**config.mk**
```make
export PLATFORM = sky130hd
export DESIGN_NAME = pmp_cell
export DESIGN_NICKNAME = d
export VERILOG_FILES = /design/src/rtl/core/pmp_pkg.sv /design/src/rtl/core/pmp_cell.sv
export SDC_FILE = /design/constraint.sdc
export NUM_CORES = 1
export LEC_CHECK = 0
export ABC_AREA = 0
export ABC_CLOCK_PERIOD_IN_PS = 5200
export BUFFER_PORTS_ARGS = -buffer_cell sky130_fd_sc_hd__buf_4
export CAP_MARGIN = 10
export CORE_MARGIN = 1
export CORE_UTILIZATION = 54
export DETAILED_ROUTE_END_ITERATION = 10
export MAX_ROUTING_LAYER = met4
export PLACE_DENSITY_LB_ADDON = 0.2
export SLEW_MARGIN = 20
export SYNTH_ARGS = -nofsm -noshare
export SYNTH_HDL_FRONTEND = slang
export SYNTH_SLANG_ARGS = --single-unit
```
**constraint.sdc**
```tcl
create_clock -name clk_i -period 5.2 [get_ports clk_i]
set_input_delay 0.78 -clock clk_i [delete_from_list [all_inputs] [get_ports clk_i]]
set_output_delay 0.78 -clock clk_i [all_outputs]
set_load 0.005 [all_outputs]
```
**src/rtl/core/pmp_pkg.sv**
```systemverilog
package pmp_pkg;

  // Field and register widths.
  localparam int LAT_W       = 24;
  localparam int LON_W       = 25;
  localparam int PIX_W       = 16;
  localparam int CFG_IDX_W   = 3;
  localparam int CFG_DATA_W  = 25;
  localparam int ROT_W       = 32;

  // Pipeline depth outside the rotation chain.
  localparam int FRONT_LAT   = 7;
  localparam int BACK_LAT    = 7;

  // Configuration register indexes.
  localparam logic [CFG_IDX_W-1:0] CFG_CENTER_LON   = 3'd0;
  localparam logic [CFG_IDX_W-1:0] CFG_ORIGIN_X     = 3'd1;
  localparam logic [CFG_IDX_W-1:0] CFG_ORIGIN_Y     = 3'd2;
  localparam logic [CFG_IDX_W-1:0] CFG_RADIUS_AT_45 = 3'd3;
  localparam logic [CFG_IDX_W-1:0] CFG_LAT_OFFSET   = 3'd4;
  localparam logic [CFG_IDX_W-1:0] CFG_LAT_GAIN     = 3'd5;

  // Register values after reset.
  localparam logic signed [24:0] RST_CENTER_LON   = 25'sd655360;
  localparam logic signed [15:0] RST_ORIGIN_X     = 16'sd447;
  localparam logic signed [15:0] RST_ORIGIN_Y     = -16'sd3552;
  localparam logic [15:0]        RST_RADIUS_AT_45 = 16'd4126;
  localparam logic [23:0]        RST_LAT_OFFSET   = 24'd6193152;
  localparam logic [17:0]        RST_LAT_GAIN     = 18'd72090;

  // Degrees to radians in Q32, and the rotation gain compensation in Q30.
  localparam logic [27:0] DEG_TO_RAD_Q32  = 28'd74961321;
  localparam logic [ROT_W-1:0] CORDIC_GAIN_Q30 = 32'd652032874;

  // Reciprocal of 45 for dividends below 2^22.
  localparam logic [22:0] RECIP45   = 23'd5965233;
  localparam int          RECIP45_SH = 28;

  // Arctangent of 2^-i in Q30 radians, truncated.
  localparam logic [ROT_W-1:0] ATAN_Q30 [32] = '{
    32'd843314856, 32'd497837829, 32'd263043836, 32'd133525158,
    32'd67021686,  32'd33543515,  32'd16775850,  32'd8388437,
    32'd4194282,   32'd2097149,   32'd1048575,   32'd524287,
    32'd262143,    32'd131071,    32'd65535,     32'd32767,
    32'd16383,     32'd8191,      32'd4095,      32'd2047,
    32'd1023,      32'd511,       32'd255,       32'd127,
    32'd63,        32'd31,        32'd15,        32'd8,
    32'd4,         32'd2,         32'd1,         32'd0
  };

  // Rotation state handed from cell to cell.
  typedef struct packed {
    logic signed [ROT_W-1:0] x;
    logic signed [ROT_W-1:0] y;
    logic signed [ROT_W-1:0] z;
  } pmp_rot_t;

  // Per-point flags that ride along the chain.
  typedef struct packed {
    logic flip;
    logic dneg;
  } pmp_ctrl_t;

endpackage

```
**src/rtl/core/pmp_cell.sv**
```systemverilog
module pmp_cell #(
  parameter int STAGE_IDX = 0,
  parameter int DMW       = 26,
  parameter int BPC       = 2
) (
  input  logic               clk_i,
  input  logic               en_i,
  input  pmp_pkg::pmp_rot_t  rot_i,
  input  pmp_pkg::pmp_ctrl_t ctrl_i,
  input  logic [DMW-1:0]     dmag_i,
  input  logic [DMW-1:0]     quot_i,
  input  logic [5:0]         rem_i,
  output pmp_pkg::pmp_rot_t  rot_o,
  output pmp_pkg::pmp_ctrl_t ctrl_o,
  output logic [DMW-1:0]     dmag_o,
  output logic [DMW-1:0]     quot_o,
  output logic [5:0]         rem_o
);
  import pmp_pkg::*;

  localparam int DIW = $clog2(DMW);

  logic signed [ROT_W-1:0] x_sh;
  logic signed [ROT_W-1:0] y_sh;
  pmp_rot_t                rot_d;
  logic [DMW-1:0]          quot_d;
  logic [5:0]              rem_d;
  logic [6:0]              trial;

  pmp_rot_t       rot_q;
  pmp_ctrl_t      ctrl_q;
  logic [DMW-1:0] dmag_q;
  logic [DMW-1:0] quot_q;
  logic [5:0]     rem_q;

  // One micro-rotation by atan(2^-STAGE_IDX), direction from the sign of z.
  always_comb begin
    x_sh = $signed(rot_i.x) >>> STAGE_IDX;
    y_sh = $signed(rot_i.y) >>> STAGE_IDX;
    if (!rot_i.z[ROT_W-1]) begin
      rot_d.x = rot_i.x - y_sh;
      rot_d.y = rot_i.y + x_sh;
      rot_d.z = rot_i.z - $signed(ATAN_Q30[STAGE_IDX]);
    end else begin
      rot_d.x = rot_i.x + y_sh;
      rot_d.y = rot_i.y - x_sh;
      rot_d.z = rot_i.z + $signed(ATAN_Q30[STAGE_IDX]);
    end
  end

  // Long division of the radius numerator by 45, BPC dividend bits per cell.
  always_comb begin
    trial  = '0;
    quot_d = quot_i;
    rem_d  = rem_i;
    for (int j = 0; j < BPC; j++) begin
      if (DMW - 1 - STAGE_IDX * BPC - j >= 0) begin
        trial = {rem_d, dmag_i[DIW'(DMW - 1 - STAGE_IDX * BPC - j)]};
        if (trial >= 7'd45) begin
          trial = trial - 7'd45;
          quot_d[DIW'(DMW - 1 - STAGE_IDX * BPC - j)] = 1'b1;
        end
        rem_d = trial[5:0];
      end
    end
  end

  // Cell registers.
  always_ff @(posedge clk_i) begin
    if (en_i) begin
      rot_q  <= rot_d;
      ctrl_q <= ctrl_i;
      dmag_q <= dmag_i;
      quot_q <= quot_d;
      rem_q  <= rem_d;
    end
  end

  assign rot_o  = rot_q;
  assign ctrl_o = ctrl_q;
  assign dmag_o = dmag_q;
  assign quot_o = quot_q;
  assign rem_o  = rem_q;

endmodule

```
==> run summary <==
GLOBAL ROUTING
---------------------------------------------------------------------------------
Global-route wire length before repair                                    51.1 mm
Vias in the first global route                                               9261
Total congestion overflow after global routing                                  0
Pin count of the biggest net entering global routing                           85
Antenna violations before repair                                                1
Total global routing track utilization                                      31.8%

RUN STATUS
---------------------------------------------------------------------------------
Run status                                                              completed

CRITICAL PATH
---------------------------------------------------------------------------------
Cell count along the critical path                                             12
Worst EP arrival                                                          4.10 ns
Critical path, cell by cell                                          buf_4 > inv_1 > ha_1 > nand4_2 > nor4_1 > o311ai_0 > nand3_1 > a21bo_1 > a21oi_1 > nand3b_1 > a32oi_1 > xor2_1
Critical Path Start Type                                               input port
Cell class contributing the biggest share of worst-path delay        simple AND/OR/NAND/NOR gates
Largest driver fanout on the critical path                                     11
Kind of critical path                                                input port to flop
Type of element capturing the critical path                                  flop
Critical path's largest stage delay                                       0.81 ns
Critical path's slowest cell                                               nor4_1
Endpoint required time on the critical path                               5.38 ns
Number of buffer and inverter instances along the worst setup path              2

YOSYS
---------------------------------------------------------------------------------
Flip-flop and latch count after synthesis                                     153
Cells after synthesis                                                        1138
Synthesized area                                                       0.0113 mm2
Proportion of synthesized chip area in sequential cells                     40.7%
Post-synth EDFFs                                                              153
Mean cell area of the mapped netlist                                     9.91 um2
Leading register cell type out of synthesis                              edfxtp_1
FFs w/ async S/R, synth                                                        0%
Distinct cell type count of the synthesized netlist                            74
Number of warnings issued by yosys                                              0

TIMING
---------------------------------------------------------------------------------
Final period demand of the worst path                                     3.93 ns
Setup-violating endpoint count in the final report                              0
Final critical-path share of the clock period                               75.5%
Actual transition at the worst max-transition pin                        0.962 ns
Worst hold slack                                                         0.517 ns
Max Slew Vio Count                                                              0
Maximum frequency from static timing analysis                           0.255 GHz
Hold violation count in the final report                                        0
Summed negative setup slack over all endpoints                               0 ns
Worst relative slew slack                                                   35.9%
Unrepaired setup endpoints after global routing                             false

MIN PATH
---------------------------------------------------------------------------------
Classification of the worst-slack hold path                          input port to flop
Worst hold path cell count                                                      1

CLOCK NETWORK
---------------------------------------------------------------------------------
Clock-pin transition on the worst setup and hold timing paths             0.07 ns
Number of buffers created by CTS                                               17
Hold-fix buffer count after cts                                                 0
Longest Clk Path Bufs                                                           2
Setup Buffers After CTS                                                         0
Clock tree from TritonCTS                                                   built
TritonCTS sink count                                                          153
Post-CTS resize count                                                           0
Level count of the clock H-tree                                                 4
CTS Root Cell                                                           clkbuf_16

FLOORPLANNING
---------------------------------------------------------------------------------
# rows                                                                         52
Core ar.                                                               0.0204 mm2
Die X                                                                      147 um
Die ar.                                                                0.0215 mm2
# IOs                                                                         314
Starting Density                                                            55.4%
Die extent in y                                                            147 um

ROUTE
---------------------------------------------------------------------------------
Total length of routed wires                                              33.6 mm
1st-iter DRT viols                                                           1000
Drt drc                                                                         0
Average vias per placed instance                                             5.91
Routed via count                                                            10100
DR WL/cell                                                                19.6 um
DR pass1 iterations                                                             6
DRT antenna net count                                                           0

LAYOUT
---------------------------------------------------------------------------------
Commonest non-fill, non-tap cell in the layout                              buf_4
Post-Layout Inst Area                                                  0.0144 mm2
Number of filler cells placed in the layout                                  1594
Net total in the final layout                                                1712
Leading cell types in the layout, fill and taps excluded             316 x buf_4, 153 x edfxtp_1, 121 x ha_1
Area growth from synthesis to layout                                        27.7%
Fraction of final layout cells sized beyond drive strength 1                25.7%
Utilization after layout                                                    70.8%

PLACE
---------------------------------------------------------------------------------
HPWL Detailed                                                             25.7 mm
Final estimated routing congestion in global placement                      0.976
Post-place instance area                                               0.0138 mm2
Port Buffer Count                                                             309

FLOW RUN
---------------------------------------------------------------------------------
Max-Cap Viols                                                                   0

POWER
---------------------------------------------------------------------------------
PD cells                                                               292 mW/mm2
Lkg Pwr                                                                   6.47 nW
Peak supply drop                                                           209 uV

-- through the flow --
step	total power, mW	cells	setup WS [ns]
6_report	4.21	1713	1.27
3_3_place_gp	2.89	1680	1.03
3_5_place_dp	2.91	1680	0.998
5_1_grt	4.37	1713	1.17
2_1_floorplan	2.33	1139	1.18
4_1_cts	4.21	1712	1.44
-- area by class of cell --
class                      instances  area [um2]  area share (%)
multi-input combinational        842        6100            42.4
clock buffer                      17         425            2.95
antenna                            1        2.50          0.0174
timing repair buffer             317        2380            16.5
inverter                          98         368            2.55
clock inverter                    15         193            1.34
tap                              270         338            2.34
sequential                       153        4590            31.9
-- cells in the mapped netlist, types with 7 or more instances --
cell	number	area, um2
nand3_1	14	70.1
o31ai_1	14	105
buf_2	11	55.1
ha_1	121	1510
nand2b_1	11	68.8
inv_1	92	345
a21o_1	51	383
xor2_1	7	61.3
nor2_1	79	297
nor3_1	20	100
clkbuf_1	20	75.1
nor2b_1	20	125
xnor2_1	77	674
nand2_1	52	195
buf_1	7	26.3
o21a_1	11	82.6
mux2i_1	15	150
o21ai_0	68	340
o211ai_1	7	52.6
a211oi_1	13	97.6
o21bai_1	21	158
edfxtp_1	153	4590
a21oi_1	116	581
a31oi_1	11	68.8
-- state kept, by name, indices dropped and copies added (netlist names) --
signal	flops
ctrl_o	2
dmag_o	26
quot_o	26
rem_o	4
rot_o	95
-- kinds of logic (layout without fill, tap and decap cells) --
kind of cell / count (synthesis) / count (layout) / share of synthesized area [%]
XOR/XNOR: 84 / 84 / 6.52
AND/OR/NAND/NOR: 237 / 237 / 10.1
other: 1 / 3 / 0.0332
flip-flops: 153 / 153 / 40.7
AO/OA/AOI/OAI: 379 / 379 / 22.0
buffers and inverters: 144 / 447 / 5.19
adder cells (fa/ha/maj): 125 / 125 / 14.1
multiplexers: 15 / 15 / 1.33
-- path summary, 6_finish.rpt --
path | end | startpoint
setup / recovery | rot_o[61] | rot_i[43]
hold / removal | quot_o[0] | quot_i[0]
-- power by group --
part / leakage (nW) / switching (mW) / total (mW) / internal (mW)
clock: 0.302 / 0.608 / 1.30 / 0.696
sequential: 1.50 / 0.0488 / 1.62 / 1.57
combinational: 4.67 / 0.685 / 1.28 / 0.599
total: 6.47 / 1.34 / 4.21 / 2.87
-- per-layer routing --
| layer | vias to the layer above | wire (um) | global-route usage [%] |
|---|---|---|---|
| met5 | - | 0 | - |
| met4 | 0 | 1100 | 11.6 |
| met3 | 75 | 2360 | 4.44 |
| met2 | 511 | 16800 | 53.6 |
| met1 | 4799 | 13400 | 38.8 |
| li1 | 4732 | - | - |
Power figures use the tool's default switching activity.
