**src/rtl/core/pmp_pkg.sv**
```systemverilog
package pmp_pkg;

  // Field and register widths.
  localparam int LAT_W       = 24;
  localparam int LON_W       = 25;
  localparam int PIX_W       = 16;
  localparam int CFG_IDX_W   = 3;
  localparam int CFG_DATA_W  = 25;
  localparam int ROT_W       = 32;

  // Pipeline depth outside the rotation chain.
  localparam int FRONT_LAT   = 7;
  localparam int BACK_LAT    = 7;

  // Configuration register indexes.
  localparam logic [CFG_IDX_W-1:0] CFG_CENTER_LON   = 3'd0;
  localparam logic [CFG_IDX_W-1:0] CFG_ORIGIN_X     = 3'd1;
  localparam logic [CFG_IDX_W-1:0] CFG_ORIGIN_Y     = 3'd2;
  localparam logic [CFG_IDX_W-1:0] CFG_RADIUS_AT_45 = 3'd3;
  localparam logic [CFG_IDX_W-1:0] CFG_LAT_OFFSET   = 3'd4;
  localparam logic [CFG_IDX_W-1:0] CFG_LAT_GAIN     = 3'd5;

  // Register values after reset.
  localparam logic signed [24:0] RST_CENTER_LON   = 25'sd655360;
  localparam logic signed [15:0] RST_ORIGIN_X     = 16'sd447;
  localparam logic signed [15:0] RST_ORIGIN_Y     = -16'sd3552;
  localparam logic [15:0]        RST_RADIUS_AT_45 = 16'd4126;
  localparam logic [23:0]        RST_LAT_OFFSET   = 24'd6193152;
  localparam logic [17:0]        RST_LAT_GAIN     = 18'd72090;

  // Degrees to radians in Q32, and the rotation gain compensation in Q30.
  localparam logic [27:0] DEG_TO_RAD_Q32  = 28'd74961321;
  localparam logic [ROT_W-1:0] CORDIC_GAIN_Q30 = 32'd652032874;

  // Reciprocal of 45 for dividends below 2^22.
  localparam logic [22:0] RECIP45   = 23'd5965233;
  localparam int          RECIP45_SH = 28;

  // Arctangent of 2^-i in Q30 radians, truncated.
  localparam logic [ROT_W-1:0] ATAN_Q30 [32] = '{
    32'd843314856, 32'd497837829, 32'd263043836, 32'd133525158,
    32'd67021686,  32'd33543515,  32'd16775850,  32'd8388437,
    32'd4194282,   32'd2097149,   32'd1048575,   32'd524287,
    32'd262143,    32'd131071,    32'd65535,     32'd32767,
    32'd16383,     32'd8191,      32'd4095,      32'd2047,
    32'd1023,      32'd511,       32'd255,       32'd127,
    32'd63,        32'd31,        32'd15,        32'd8,
    32'd4,         32'd2,         32'd1,         32'd0
  };

  // Rotation state handed from cell to cell.
  typedef struct packed {
    logic signed [ROT_W-1:0] x;
    logic signed [ROT_W-1:0] y;
    logic signed [ROT_W-1:0] z;
  } pmp_rot_t;

  // Per-point flags that ride along the chain.
  typedef struct packed {
    logic flip;
    logic dneg;
  } pmp_ctrl_t;

endpackage

```
**src/rtl/core/pmp_front.sv**
```systemverilog
module pmp_front #(
  parameter int FRACTION_BITS = 16,
  parameter int DMW           = 26
) (
  input  logic                              clk_i,
  input  logic                              en_i,
  input  logic signed [pmp_pkg::LAT_W-1:0]  latitude_i,
  input  logic signed [pmp_pkg::LON_W-1:0]  longitude_i,
  input  logic signed [24:0]                center_lon_i,
  input  logic [23:0]                       lat_offset_i,
  input  logic [17:0]                       lat_gain_i,
  output pmp_pkg::pmp_rot_t                 rot_o,
  output pmp_pkg::pmp_ctrl_t                ctrl_o,
  output logic [DMW-1:0]                    dmag_o
);
  import pmp_pkg::*;

  localparam int     F       = FRACTION_BITS;
  localparam int     TW      = 42 - F;
  localparam int     DW      = DMW + 1;
  localparam longint ONE     = longint'(1) << F;
  localparam longint FULL    = 360 * ONE;
  localparam longint HALF    = 180 * ONE;
  localparam longint QUARTER = 90 * ONE;
  localparam longint KFULL   = ((longint'(1) << 25) + FULL - 1) / FULL * FULL;
  localparam int     UW      = $clog2((longint'(1) << 25) + HALF + KFULL);
  localparam int     VW      = UW - (F + 3);
  localparam int     KV      = VW + 6;
  localparam longint MV      = ((longint'(1) << KV) + 44) / 45;
  localparam int     PVW     = VW + KV - 5;
  localparam int     AW      = F + 9;
  localparam int     ZPW     = AW + 28;

  localparam logic signed [41:0]    GL_BIAS   = 42'((longint'(1) << F) - 1);
  localparam logic signed [41:0]    GL_ZERO   = 42'(0);
  localparam logic [UW:0]           AD_OFS    = (UW + 1)'(HALF + KFULL);
  localparam logic signed [AW-1:0]  HALF_A    = AW'(HALF);
  localparam logic signed [AW-1:0]  QUART_A   = AW'(QUARTER);
  localparam logic signed [AW-1:0]  NQUART_A  = AW'(-QUARTER);
  localparam logic signed [27:0]    DEG_S     = 28'(DEG_TO_RAD_Q32);
  localparam logic signed [ZPW-1:0] ZP_BIAS   = ZPW'((longint'(1) << (F + 2)) - 1);
  localparam logic signed [ZPW-1:0] ZP_ZERO   = ZPW'(0);

  // Stage 1: latitude product and raw angle.
  logic signed [41:0] s1_gl_q;
  logic signed [25:0] s1_ad_q;
  // Stage 2: truncated product and angle biased positive.
  logic signed [TW-1:0] s2_t_q;
  logic [UW-1:0]        s2_u_q;
  // Stage 3: radius numerator and turn count.
  logic signed [DW-1:0] s3_d_q;
  logic [VW-1:0]        s3_v_q;
  logic [VW-1:0]        s3_q_q;
  logic [F+2:0]         s3_ul_q;
  // Stage 4: magnitude and angle in [-180, 180).
  logic [DMW-1:0]       s4_dmag_q;
  logic                 s4_dneg_q;
  logic signed [AW-1:0] s4_a_q;
  // Stage 5: angle folded to [-90, 90].
  logic [DMW-1:0]       s5_dmag_q;
  logic                 s5_dneg_q;
  logic signed [AW-1:0] s5_af_q;
  logic                 s5_flip_q;
  // Stage 6: angle scaled to radians.
  logic [DMW-1:0]        s6_dmag_q;
  logic                  s6_dneg_q;
  logic signed [ZPW-1:0] s6_zp_q;
  logic                  s6_flip_q;
  // Stage 7: rotation start angle.
  logic [DMW-1:0]          s7_dmag_q;
  logic                    s7_dneg_q;
  logic signed [ROT_W-1:0] s7_z_q;
  logic                    s7_flip_q;

  logic signed [41:0]    gl_adj;
  logic [UW:0]           ad_ext;
  logic [PVW-1:0]        q_prod;
  logic [VW-1:0]         rem45;
  logic signed [ZPW-1:0] zp_adj;

  // Rounding toward zero, modulo reduction and scaling helpers.
  always_comb begin
    gl_adj = s1_gl_q + (s1_gl_q[41] ? GL_BIAS : GL_ZERO);
    ad_ext = {{(UW - 25){s1_ad_q[25]}}, s1_ad_q};
    q_prod = PVW'(s2_u_q[UW-1:F+3]) * PVW'(MV);
    rem45  = s3_v_q - s3_q_q * VW'(45);
    zp_adj = s6_zp_q + (s6_zp_q[ZPW-1] ? ZP_BIAS : ZP_ZERO);
  end

  // Front pipeline registers; all stages advance together.
  always_ff @(posedge clk_i) begin
    if (en_i) begin
      s1_gl_q <= $signed({1'b0, lat_gain_i}) * latitude_i;
      s1_ad_q <= {longitude_i[24], longitude_i} - {center_lon_i[24], center_lon_i};

      s2_t_q <= TW'(gl_adj >>> F);
      s2_u_q <= UW'(ad_ext + AD_OFS);

      s3_d_q  <= $signed({{(DW - 24){1'b0}}, lat_offset_i})
                 - $signed({{(DW - TW){s2_t_q[TW-1]}}, s2_t_q});
      s3_v_q  <= s2_u_q[UW-1:F+3];
      s3_q_q  <= VW'(q_prod >> KV);
      s3_ul_q <= s2_u_q[F+2:0];

      s4_dneg_q <= s3_d_q[DW-1];
      s4_dmag_q <= DMW'(s3_d_q[DW-1] ? -s3_d_q : s3_d_q);
      s4_a_q    <= $signed({rem45[5:0], s3_ul_q}) - HALF_A;

      s5_dmag_q <= s4_dmag_q;
      s5_dneg_q <= s4_dneg_q;
      if (s4_a_q > QUART_A) begin
        s5_af_q   <= s4_a_q - HALF_A;
        s5_flip_q <= 1'b1;
      end else if (s4_a_q < NQUART_A) begin
        s5_af_q   <= s4_a_q + HALF_A;
        s5_flip_q <= 1'b1;
      end else begin
        s5_af_q   <= s4_a_q;
        s5_flip_q <= 1'b0;
      end

      s6_dmag_q <= s5_dmag_q;
      s6_dneg_q <= s5_dneg_q;
      s6_zp_q   <= s5_af_q * DEG_S;
      s6_flip_q <= s5_flip_q;

      s7_dmag_q <= s6_dmag_q;
      s7_dneg_q <= s6_dneg_q;
      s7_z_q    <= ROT_W'(zp_adj >>> (F + 2));
      s7_flip_q <= s6_flip_q;
    end
  end

  assign rot_o.x     = CORDIC_GAIN_Q30;
  assign rot_o.y     = '0;
  assign rot_o.z     = s7_z_q;
  assign ctrl_o.flip = s7_flip_q;
  assign ctrl_o.dneg = s7_dneg_q;
  assign dmag_o      = s7_dmag_q;

endmodule

```
**config.mk**
```make
export PLATFORM = sky130hd
export DESIGN_NAME = pmp_front
export DESIGN_NICKNAME = d
export VERILOG_FILES = /design/src/rtl/core/pmp_pkg.sv /design/src/rtl/core/pmp_front.sv
export SDC_FILE = /design/constraint.sdc
export NUM_CORES = 2
export LEC_CHECK = 0
export ABC_AREA = 1
export BUFFER_PORTS_ARGS = -buffer_cell sky130_fd_sc_hd__buf_2
export CAP_MARGIN = 20
export CORE_ASPECT_RATIO = 1.5
export CORE_MARGIN = 5
export CORE_UTILIZATION = 30
export CTS_CLUSTER_SIZE = 16
export DETAILED_ROUTE_END_ITERATION = 12
export PLACE_DENSITY_LB_ADDON = 0.2
export SLEW_MARGIN = 20
export SYNTH_ARGS = -nofsm -noshare
export SYNTH_HDL_FRONTEND = slang
export SYNTH_SLANG_ARGS = --single-unit
```
**constraint.sdc**
```tcl
create_clock -name clk_i -period 9.4 [get_ports clk_i]
set_input_delay 1.88 -clock clk_i [delete_from_list [all_inputs] [get_ports clk_i]]
set_output_delay 1.88 -clock clk_i [all_outputs]
set_load 0.02 [all_outputs]
```
==> results.cfg <==
[detailed_routing]
finalWirelength_microns = 175000
viasPerCell = 4.50
drt_pass1_iterations = 7
drt_iter0_markers = 1604
wire_per_inst_microns = 19.5
vias = 40413
drtAntennaViolNets = 0
drcViolationCount = 0

[timing]
slew_violations = 0
tightestPinTransition_ns = 0.926
fmax_mhz = 121
min_period_ns = 8.28
fin_setup_tns_ns = 0
skew_ns = 0.0577
final_hold_viol_count = 0
rsz0062_at_grt = false
post-route-worst-setup-slack_ns = 1.12
setup_violations = 0
slew_headroom = 0.383
post-route-period-util = 0.881

[clock_tree]
cts_tree = built
htree_num_levels = 2
clk_pin_slew_worst_paths_ns = 0.07
postCtsHoldBufs = 0
post-cts-setup-buffers = 0
clkLatencyLatePin_ns = 0.63
cts_root_buf = clkbuf_16
cts.sinks = 420
cts_buffers = 46
clockBufferDepth = 3
ctsResizeCount = 0

[yosys]
synthesis.area_per_instance_sq_um = 8.25
yosys_most_used_dff = edfxtp_1
synth.ff_latch_count = 420
yosys_warnings = 0
yosys.cell_count.top_type = inv_1
async_flop_share = 0
syn-cell-area_sq_um = 53500
yosysUniqueCellTypes = 50
synthTopCellsByArea = fa_1 26%, edfxtp_1 24%, inv_1 12%
synth_edf_count = 420
synthCells = 6487
synth_top_area_cell = fa_1
synthTopCellsByCount = 1742 x inv_1, 1697 x nand2_1, 695 x fa_1, 511 x ha_1, 420 x edfxtp_1
yosys.area.top_type_share = 0.260
seq_area_frac_synth = 0.236

[cells_and_area]
area_growth_pct = 8.87
design_area_sq_um = 58300
nFillCells = 18884
drive_gt1_frac = 0.0467
finalNonFillerCells = 8976
final_nets = 7955

[die]
die-height_microns = 527
dieArea_sq_um = 187000
start_util = 0.301
die_w_microns = 355
io-pin-count = 242
row_count = 190
core_sq_um = 178000

[global_routing]
grt_use_total = 0.187
grt_remaining_overflow = 0
grt_pass1_vias = 44237
antenna_found_initial = 15
grt_first_pass_wirelength_microns = 263000
grt_max_degree = 159

[placement]
placed_cell_area_sq_um = 56800
portBuffers = 177
place_ws_ns = 0.310
placed_cells = 8887
gp_congestion = 0.936
place_hpwl_microns = 152000

[hold_path]
hp-class = flop to flop

[setup_path]
arrival_ns = 8.66
crit_type = primary input to flop
crit_required_ns = 9.78
cp-start-kind = primary input
critPathCaptureType = flop
cp_max_fo = 24

[outcome]
status = finished, final reports clean

[run]
maxCapViolCount = 0
[layout make-up]
class                   instances  area [sq um]  area share
clock inverters                33           295     0.00507
multi-input cells            4223         33700       0.579
flip-flops and latches        420         12600       0.216
repair buffers                191          1010      0.0174
diodes                          7          17.5    0.000301
inverters                    1749          6570       0.113
clock buffers                  49          1160      0.0199
well taps                    2304          2880      0.0495
[worst max-delay path: stages]
cell      delay (ns)
buf_2           0.43
nand2_1         0.12
inv_1           0.17
fa_1            0.45
inv_1           0.20
fa_1            0.49
fa_1            0.82
inv_1           0.34
fa_1            0.54
fa_1            0.55
inv_1           0.05
fa_1            0.48
inv_1           0.05
ha_1            0.40
nand2_1         0.11
nand2_1         0.12
nand2_1         0.08
nand3_1         0.21
o21bai_1        0.30
a21oi_1         0.61
nand2_1         0.12
nand2_1         0.08
nand2_1         0.05
[stage by stage]
step | hold WS, ns | utilization
global route | 0.416 | 0.327
detailed placement | 0.405 | 0.319
CTS | 0.403 | 0.327
floorplan | 0.400 | -
finish | 0.402 | 0.327
global placement | 0.400 | 0.319
[placed cells by master (no fill, tap or decap), drive strengths merged, types with 49 or more instances in the layout]
master	n
o21ai	90
nor2	377
clkbuf	49
fa	695
xor2	115
conb	64
edfxtp	420
nor3	53
inv	1752
buf	191
nand3	254
nand4	57
nand2	1702
a21oi	171
ha	511
[path summary, 6_finish.rpt]
kind | startpoint | end | slack, ns | cells after the start
worst min-delay path | s2_u_q[1] | s3_ul_q[1] | 0.40 | 0
worst max-delay path | lat_gain_i[1] | s1_gl_q[34] | 1.12 | 23
worst max register to register | s5_af_q[5] | s6_zp_q[40] | 2.68 | 20
worst min register to register | s2_u_q[1] | s3_ul_q[1] | 0.40 | 0
[registers in the layout (all words and copies together) (netlist names), 6 cells and up]
name / flops
s3_d_q: 27
s5_dmag_q: 26
s6_dmag_q: 26
s2_u_q: 27
dmag_o: 26
s4_a_q: 25
s6_zp_q: 51
s2_t_q: 26
s1_ad_q: 26
s7_z_q: 32
s4_dmag_q: 26
s3_v_q: 6
s1_gl_q: 42
s5_af_q: 25
s3_ul_q: 19
[metal layers]
| metal | wire (microns) | up-vias | track usage |
|---|---|---|---|
| li1 | - | 19644 | - |
| met1 | 59300 | 19515 | 0.180 |
| met2 | 98100 | 870 | 0.383 |
| met3 | 5380 | 370 | 0.0172 |
| met4 | 11800 | 14 | 0.103 |
| met5 | 91 | - | 0 |
[cell families (layout without fill, tap and decap cells)]
family | count (synthesis) | in the layout | share of synthesized area
other cells | 2 | 71 | 0.000140
simple gates | 2487 | 2487 | 0.189
buf+inv | 1906 | 2022 | 0.139
fa+ha+maj | 1206 | 1206 | 0.379
flops | 420 | 420 | 0.236
compound gates | 324 | 324 | 0.0339
xor+xnor | 142 | 142 | 0.0232
Power is not shown: default switching activity piles up to over one toggle a cycle in this logic, so the estimate is an artifact.
